==> config.mk <==
export PLATFORM = sky130hd
export DESIGN_NAME = hte_ctrl
export DESIGN_NICKNAME = d
export VERILOG_FILES = /design/src/hw/rtl/hte_pkg.sv /design/src/hw/rtl/hte_ctrl.sv
export SDC_FILE = /design/constraint.sdc
export NUM_CORES = 1
export LEC_CHECK = 0
export BUFFER_PORTS_ARGS = -buffer_cell sky130_fd_sc_hd__clkbuf_2
export CAP_MARGIN = 5
export CORE_AREA = 3 3 40 42
export CTS_BUF_LIST = sky130_fd_sc_hd__clkbuf_8 sky130_fd_sc_hd__clkbuf_16
export CTS_CLUSTER_SIZE = 10
export DETAILED_ROUTE_END_ITERATION = 6
export DIE_AREA = 0 0 43 45
export SKIP_CTS_REPAIR_TIMING = 1
export SLEW_MARGIN = 20
export SYNTH_ARGS = -nofsm -noshare
export SYNTH_HDL_FRONTEND = slang
export SYNTH_SLANG_ARGS = --single-unit
==> constraint.sdc <==
create_clock -name i_clk -period 2 [get_ports i_clk]
set_input_delay 0.6 -clock i_clk [delete_from_list [all_inputs] [get_ports i_clk]]
set_output_delay 0.6 -clock i_clk [all_outputs]
set_load 0.02 [all_outputs]
==> src/hw/rtl/hte_pkg.sv <==
// Shared types, constants and helper functions of the hash table engine.
package hte_pkg;

    localparam int KEY_W      = 64;
    localparam int VAL_W      = 64;
    localparam int ENTRY_W    = 7;
    localparam int BYTE_W     = 8;
    localparam int CFG_IDX_W  = 1;
    localparam int CFG_DATA_W = 4;
    localparam int STEP_W     = 3;

    localparam logic [KEY_W-1:0]   HASH_START = 64'd5381;
    localparam int                 HASH_SHIFT = 5;
    localparam logic [STEP_W-1:0]  MOD_LAST_STEP = 3'd7;

    // Operation codes of an input word.
    localparam logic [1:0] OP_INSERT = 2'd0;
    localparam logic [1:0] OP_LOOKUP = 2'd1;
    localparam logic [1:0] OP_REMOVE = 2'd2;

    // Configuration register indexes.
    localparam logic [CFG_IDX_W-1:0] CFG_KEY_BYTES   = 1'd0;
    localparam logic [CFG_IDX_W-1:0] CFG_VALUE_BYTES = 1'd1;

    localparam logic [CFG_DATA_W-1:0] BYTES_RESET = 4'd8;

    typedef struct packed {
        logic [1:0]       operation;
        logic [KEY_W-1:0] key;
        logic [VAL_W-1:0] value;
    } t_in_word;

    typedef struct packed {
        logic               found;
        logic [VAL_W-1:0]   read_value;
        logic [ENTRY_W-1:0] entry_count;
        logic               status;
    } t_out_word;

    // Commands from the controller to the datapath.
    typedef struct packed {
        logic clr;
        logic load;
        logic hash_step;
        logic mod_step;
        logic rd;
        logic eval;
    } t_cmd;

    // Status from the datapath back to the controller.
    typedef struct packed {
        logic clr_last;
        logic hash_last;
        logic mod_last;
        logic out_free;
    } t_sts;

    function automatic logic [CFG_DATA_W-1:0] clamp_bytes(
        input logic [CFG_DATA_W-1:0] n,
        input logic [CFG_DATA_W-1:0] maxn
    );
        logic [CFG_DATA_W-1:0] r;
        r = n;
        if (n == '0) r = 4'd1;
        if (n > maxn) r = maxn;
        return r;
    endfunction

    function automatic logic [KEY_W-1:0] byte_mask(input logic [CFG_DATA_W-1:0] n);
        logic [KEY_W-1:0] m;
        m = '1;
        if (n < 4'd8) m = (64'd1 << {n, 3'b000}) - 64'd1;
        return m;
    endfunction

endpackage

==> src/hw/rtl/hte_ctrl.sv <==
// Controller: sequences clearing, hashing, remainder, bucket read and evaluation.
module hte_ctrl (
    input  logic          i_clk,
    input  logic          i_rst_n,
    input  logic          i_in_valid,
    input  hte_pkg::t_sts i_sts,
    output hte_pkg::t_cmd o_cmd,
    output logic          o_in_stall
);

    typedef enum logic [2:0] {
        ST_CLEAR,
        ST_IDLE,
        ST_HASH,
        ST_MOD,
        ST_READ,
        ST_EVAL
    } t_state;

    t_state r_state, n_state;
    logic   r_stall;

    always_comb begin
        n_state = r_state;
        o_cmd   = '0;
        case (r_state)
            ST_CLEAR: begin
                o_cmd.clr = 1'b1;
                if (i_sts.clr_last) n_state = ST_IDLE;
            end
            ST_IDLE: begin
                if (i_in_valid) begin
                    o_cmd.load = 1'b1;
                    n_state    = ST_HASH;
                end
            end
            ST_HASH: begin
                o_cmd.hash_step = 1'b1;
                if (i_sts.hash_last) n_state = ST_MOD;
            end
            ST_MOD: begin
                o_cmd.mod_step = 1'b1;
                if (i_sts.mod_last) n_state = ST_READ;
            end
            ST_READ: begin
                o_cmd.rd = 1'b1;
                n_state  = ST_EVAL;
            end
            ST_EVAL: begin
                if (i_sts.out_free) begin
                    o_cmd.eval = 1'b1;
                    n_state    = ST_IDLE;
                end
            end
            default: begin
                n_state = ST_IDLE;
            end
        endcase
    end

    always_ff @(posedge i_clk) begin
        if (!i_rst_n) begin
            r_state <= ST_CLEAR;
            r_stall <= 1'b1;
        end else begin
            r_state <= n_state;
            r_stall <= (n_state != ST_IDLE);
        end
    end

    assign o_in_stall = r_stall;

endmodule

* Word level (Yosys, flattened, before mapping)
Index checks and enable logic that the tools add are counted.
Storage, ports and cells: input bits 7, register bits 4, output and inout port bits 7
Operators by class: reduce and logical (&&, ||, !) cells 1, multiplexer cells 14, equality and inequality tests 6
Operators with widths (count):
- 3-bit one-hot mux with 6 select lines | 1
- 3-bit two-way mux | 5
- 1-bit two-way mux | 8
- 3-bit by 2-bit == test with 1-bit output, second input constant | 2
- 3-bit == test, second input constant | 2
- 3-bit by 1-bit == test with 1-bit output, second input constant | 1
- 3-bit zero test | 1
- 3-bit by 1-bit inequality test with 1-bit output, second input constant | 1

* Depth between registers and ports, before layout
Gate-level depths: netlist of run 1.
word-level depth 3, mapped depth 4, depth with buffers taken out 3

* Least setup slack after synthesis of run 1
No wires, ideal clock.
kind input-to-output, start input port i_in_valid, end output port o_cmd[4] (netlist name), stages on the path 2, setup slack 304 ps, data required time 1400 ps, data arrival time 1096 ps, path buffers 0, cell sequence and2_1 -> nor3b_2
RTL lines:
- start: declaration | RTL line hte_ctrl.sv:5 | input logic i_in_valid,
- end: declaration | RTL line hte_ctrl.sv:7 | output hte_pkg::t_cmd o_cmd,

==> impl_metrics.py, run 1 <==
metrics = {
    "global_route": {
        "antenna_found_initial": 0,
        "grt_pass1_wl_um": 910,
        "grt_pass1_vias": 216,
        "track_usage_pct": 6.583,
        "grt_overflow_total": 0,
        "grt_max_degree": 11,
    },
    "critical_path": {
        "r2r-start": "r_state[0]",
        "path_buf_inv": 2,
        "max_stage_delay_ns": 0.20,
        "cpMaxStageDelayCell": "nor3b_2",
        "cp_max_fo": 2,
        "regToRegSetupSlack_ns": 0.94,
        "reg2regPathDepth": 4,
        "cp_num_cells": 4,
        "critical_path_arrival_ns": 1.22,
        "startpoint_type": "primary input",
        "crit_top_cell": "clkbuf_2",
        "crit_family": "simple AND/OR/NAND/NOR gates",
        "cp-end-kind": "output port",
        "r2r-end": "o_in_stall",
        "worstPathCellList": "clkbuf_2 -> and2_1 -> nor3b_2 -> clkbuf_2",
        "crit_type": "primary input to output port",
        "crit_start": "i_in_valid",
        "worstPathRequired_ns": 1.40,
        "setup.worst_path.end": "o_cmd[4]",
    },
    "synth": {
        "syn_area_um2": 250.2,
        "yosysWarnings": 0,
        "synthesis.nets": 37,
        "synth_cell_type_count": 20,
        "syn_area_per_cell_um2": 8.341,
        "ys_seq_elements": 4,
        "syn_inst": 30,
        "synth_seq_area_share_pct": 32.00,
    },
    "sta": {
        "setup_violations": 0,
        "drv_slew": 0,
        "hold_ws_ns": 0.6089,
        "worst_pin_slew_ns": 0.3166,
        "skew_ns": 0.0007105,
        "period_needed_ns": 1.820,
        "rsz0062_at_grt": "false",
        "fmax_ghz": 0.5495,
        "tns_ns": 0,
        "period_share_pct": 90.99,
        "max_slew_margin_pct": 78.86,
        "hold_violations": 0,
    },
    "cts": {
        "root_buffer": "clkbuf_8",
        "cts.sinks": 4,
        "cts_tree": "built",
        "cts_buffer_depth": 2,
        "clk_latency_ns": 0.21,
        "cts_made_buffers": 3,
        "path_clk_slew_ns": 0.03,
        "cts-htree-levels": 1,
    },
    "detailed_routing": {
        "wirelength_um": 609,
        "dr_wl_met2_um": 286,
        "wl_met3_um": 54,
        "vias": 256,
        "wl_per_cell_um": 10.15,
        "ant_nets": 0,
        "drtPass1Iterations": 2,
        "wl_met1_um": 268,
        "top_layer": "met3",
        "drcViolationCount": 0,
        "drtIter0Drc": 4,
        "avgViaCountPerCell": 4.267,
    },
    "run_status": {
        "status": "finished clean",
    },
    "cells_and_area": {
        "final_cell_mix": "clkbuf_2 (13), dfxtp_1 (4), nor2_1 (3), clkbuf_8 (3)",
        "final_common_cell": "clkbuf_2",
        "diodes": 0,
        "layout.nets": 54,
        "drive_gt1_share_pct": 44.44,
        "syn_to_final_growth_pct": 45.50,
        "fillers": 145,
        "final_util_pct": 28.34,
    },
    "pwr": {
        "power_density_mw_per_mm2": 919.6,
        "vdd_drop_max_uv": 253.6,
        "fin_total_pwr_w": 0.0003348,
        "total_leakage_power_nw": 0.1720,
    },
    "worst_hold_path": {
        "hold_path.class": "primary input to flip-flop",
        "holdPathStages": 2,
    },
    "job": {
        "cap_viol_max_count": 0,
    },
    "place": {
        "place_hpwl_um": 473.4,
        "gp_congestion": 0.6545,
        "placement.io_buffers": 13,
    },
    "die": {
        "die_h_um": 45,
        "io_pins": 14,
        "start_util_pct": 19.47,
        "core_mm2": 0.001285,
        "rows": 13,
        "dieArea_mm2": 0.001935,
        "die_w_um": 43,
    },
}
[stage by stage]
step / setup WS [ns] / cells / cell area (um^2)
global placement: 0.1579 / 57 / 322.8
global route: 0.1235 / 60 / 364.1
CTS: 0.1533 / 60 / 364.1
finish: 0.1801 / 60 / 364.1
detailed placement: 0.1534 / 57 / 322.8
floorplan: 0.3041 / 30 / 250.2
[routing by layer]
| layer | vias up | track usage [%] |
|---|---|---|
| met3 | 0 | 2.789 |
| met2 | 7 | 8.982 |
| met1 | 113 | 7.971 |
| met5 | - | 0 |
| met4 | 0 | 5.422 |
| li1 | 136 | - |
[power breakdown]
part           leakage, nW  switching (W)  internal, W  total [W]
logic                0.118      0.0000404    0.0000315  0.0000719
registers           0.0329     0.00000655    0.0000880  0.0000946
clock network       0.0216      0.0000402     0.000128   0.000168
total                0.172      0.0000871     0.000248   0.000335
[registers in the layout, indices dropped and copies added, names as in the netlist]
register    count
r_state         3
o_in_stall      1
[how the worst min path moves through the flow]
stage / endpoint / slack [ns] / from
final: o_in_stall / 0.61 / i_rst_n
after global routing: o_in_stall / 0.62 / i_rst_n
after CTS: o_in_stall / 0.61 / i_rst_n
after detailed placement: o_in_stall / 0.65 / r_state[2]
after global placement: o_in_stall / 0.64 / r_state[2]
after floorplan: o_in_stall / 0.58 / r_state[2]
[Yosys cell counts]
master,n,area share [%]
a21boi_0,1,3.0
a21oi_1,2,4.0
a2bb2oi_1,1,3.5
and2_1,1,2.5
and3_1,2,5.0
buf_4,1,3.0
buf_6,1,4.5
dfxtp_1,4,32
inv_1,1,1.5
nand2_1,2,3.0
nand2b_1,2,5.0
nand4_1,2,5.0
nor2_1,3,4.5
nor2_2,1,2.5
nor2b_1,1,2.5
nor3_1,1,2.0
nor3b_2,1,5.0
o21a_1,1,3.0
o21ai_1,1,2.0
o311ai_2,1,6.5
[final cells by class]
cell class	count	area [um^2]	area share [%]
multi-input cells	23	147.6	40.55
flip-flops and latches	4	80.08	21.99
repair buffers	14	72.57	19.93
clock buffers	3	41.29	11.34
well taps	15	18.77	5.155
inverters	1	3.754	1.031
[logic make-up (layout without fill, tap and decap cells)]
family | after synthesis | in the layout | synth area share (%)
simple gates | 16 | 16 | 37.00
buf+inv | 3 | 18 | 8.999
flops | 4 | 4 | 32.00
compound gates | 7 | 7 | 22.00
No activity file was read; power rests on OpenSTA's default activity.
==> inputs of run 2 (changes only) <==
--- a/constraint.sdc
+++ b/constraint.sdc
@@ -3,2 +3,2 @@
 set_output_delay 0.6 -clock i_clk [all_outputs]
-set_load 0.02 [all_outputs]
+set_load 0.005 [all_outputs]
==> run 2 against run 1 <==
Via count up 3.1%. First-iteration DRC count unchanged. Final cell count unchanged. Global-route usage down 0.083 points. Die area unchanged.
==> impl_metrics.py, run 2 (same netlist as run 1, synthesis figures left out) <==
metrics = {
    "detailed_routing": {
        "vias": 264,
        "avgViaCountPerCell": 4.400,
        "wirelength_um": 590,
        "ant_nets": 0,
        "wl_per_cell_um": 9.833,
        "drcViolationCount": 0,
        "drtIter0Drc": 4,
        "drtPass1Iterations": 4,
    },
    "run_status": {
        "status": "finished clean",
    },
    "sta": {
        "fmax_ghz": 0.5685,
        "tns_ns": 0,
        "skew_ns": 0.00008531,
        "hold_ws_ns": 0.6070,
        "worst_pin_slew_ns": 0.3297,
        "worst_slack_ns": 0.2411,
        "rsz0062_at_grt": "false",
        "period_share_pct": 87.95,
        "max_slew_margin_pct": 77.99,
        "setup_violations": 0,
        "period_needed_ns": 1.759,
        "drv_slew": 0,
        "hold_violations": 0,
    },
    "cells_and_area": {
        "drive_gt1_share_pct": 44.44,
        "largest_reg_flops": 3,
        "fillers": 145,
        "final_util_pct": 28.34,
        "largest-register": "r_state",
        "final_cell_mix": "clkbuf_2 (13), dfxtp_1 (4), nor2_1 (3), clkbuf_8 (3)",
        "layout.nets": 54,
        "final_common_cell": "clkbuf_2",
        "diodes": 0,
        "seq_area_um2": 80.08,
        "multiInputGateArea_um2": 147.6,
        "syn_to_final_growth_pct": 45.50,
    },
    "critical_path": {
        "regToRegSetupSlack_ns": 0.95,
        "cpMaxStageDelayCell": "nor3b_2",
        "max_stage_delay_ns": 0.19,
        "path_buf_inv": 2,
        "startpoint_type": "primary input",
        "cp_max_fo": 2,
        "reg2regPathDepth": 4,
        "cp-end-kind": "output port",
        "critical_path_arrival_ns": 1.16,
        "crit_family": "simple AND/OR/NAND/NOR gates",
        "crit_top_cell": "clkbuf_2",
        "crit_type": "primary input to output port",
        "r2r-end": "r_state[0]",
        "r2r-start": "r_state[0]",
        "cp_num_cells": 4,
        "worstPathRequired_ns": 1.40,
        "worstPathCellList": "clkbuf_2 -> and2_1 -> nor3b_2 -> clkbuf_2",
    },
    "die": {
        "start_util_pct": 19.47,
        "rows": 13,
        "dieArea_mm2": 0.001935,
        "core_mm2": 0.001285,
        "die_w_um": 43,
        "io_pins": 14,
        "die_h_um": 45,
    },
    "pwr": {
        "power_density_mw_per_mm2": 874.4,
        "vdd_drop_max_uv": 344.9,
        "fin_total_pwr_w": 0.0003184,
        "total_leakage_power_nw": 0.1720,
    },
    "global_route": {
        "track_usage_pct": 6.500,
        "antenna_found_initial": 0,
        "grt_pass1_vias": 219,
        "grt_pass1_wl_um": 966,
        "grt_overflow_total": 0,
        "grt_max_degree": 11,
    },
    "cts": {
        "path_clk_slew_ns": 0.03,
        "cts_made_buffers": 3,
        "root_buffer": "clkbuf_8",
        "cts_tree": "built",
        "clk_latency_ns": 0.21,
        "cts.sinks": 4,
        "cts_buffer_depth": 2,
        "cts-htree-levels": 1,
    },
    "place": {
        "pre_cts_ws_ns": 0.2223,
        "gp_congestion": 0.6681,
        "placement.io_buffers": 13,
        "place_hpwl_um": 490.4,
    },
    "worst_hold_path": {
        "holdPathStages": 2,
        "min_from": "i_rst_n",
        "hold_path.class": "primary input to flip-flop",
        "hold_end": "o_in_stall",
    },
    "job": {
        "cap_viol_max_count": 0,
    },
}
run 2: cell counts in the layout (fill, tap and decap cells not counted):
Identical to the previous run, type by type.
run 2: worst max-delay path by stage:
stage | from | to | slack (ns)
final | i_in_valid | o_cmd[4] | 0.24
after global routing | i_in_valid | o_cmd[4] | 0.15
after CTS | i_in_valid | o_cmd[4] | 0.22
after detailed placement | i_in_valid | o_cmd[4] | 0.22
after global placement | i_in_valid | o_cmd[4] | 0.22
after floorplan | i_in_valid | o_cmd[4] | 0.47
run 2: area by class of cell:
cell class                      instances  area share, %
Sequential cell                         4          21.99
Tap cell                               15          5.155
Timing Repair Buffer                   14          19.93
Clock buffer                            3          11.34
Inverter                                1          1.031
Multi-Input combinational cell         23          40.55
run 2: worst reg2reg max path: stages (launching register included):
cell      delay (ns)
dfxtp_1         0.30
buf_4           0.16
o21ai_1         0.17
o311ai_2        0.14
and3_1          0.18
run 2: through the flow:
| stage | area (um^2) | std cells |
|---|---|---|
| finish | 364.1 | 60 |
| global route | 364.1 | 60 |
| CTS | 364.1 | 60 |
| detailed placement | 322.8 | 57 |
| global placement | 322.8 | 57 |
| floorplan | 250.2 | 30 |
run 2: where the power goes:
part	internal [W]	switching, W
Combinational	0.0000313	0.0000277
Sequential	0.0000880	0.00000689
Clock	0.000128	0.0000365
Total	0.000247	0.0000711
run 2: routing by layer:
metal	GRT usage, %	part of all wire [%]	vias up
li1	-	-	137
met1	8.696	48	118
met2	9.581	45	9
met3	2.789	7.3	0
met4	1.807	0	0
met5	0	0	-
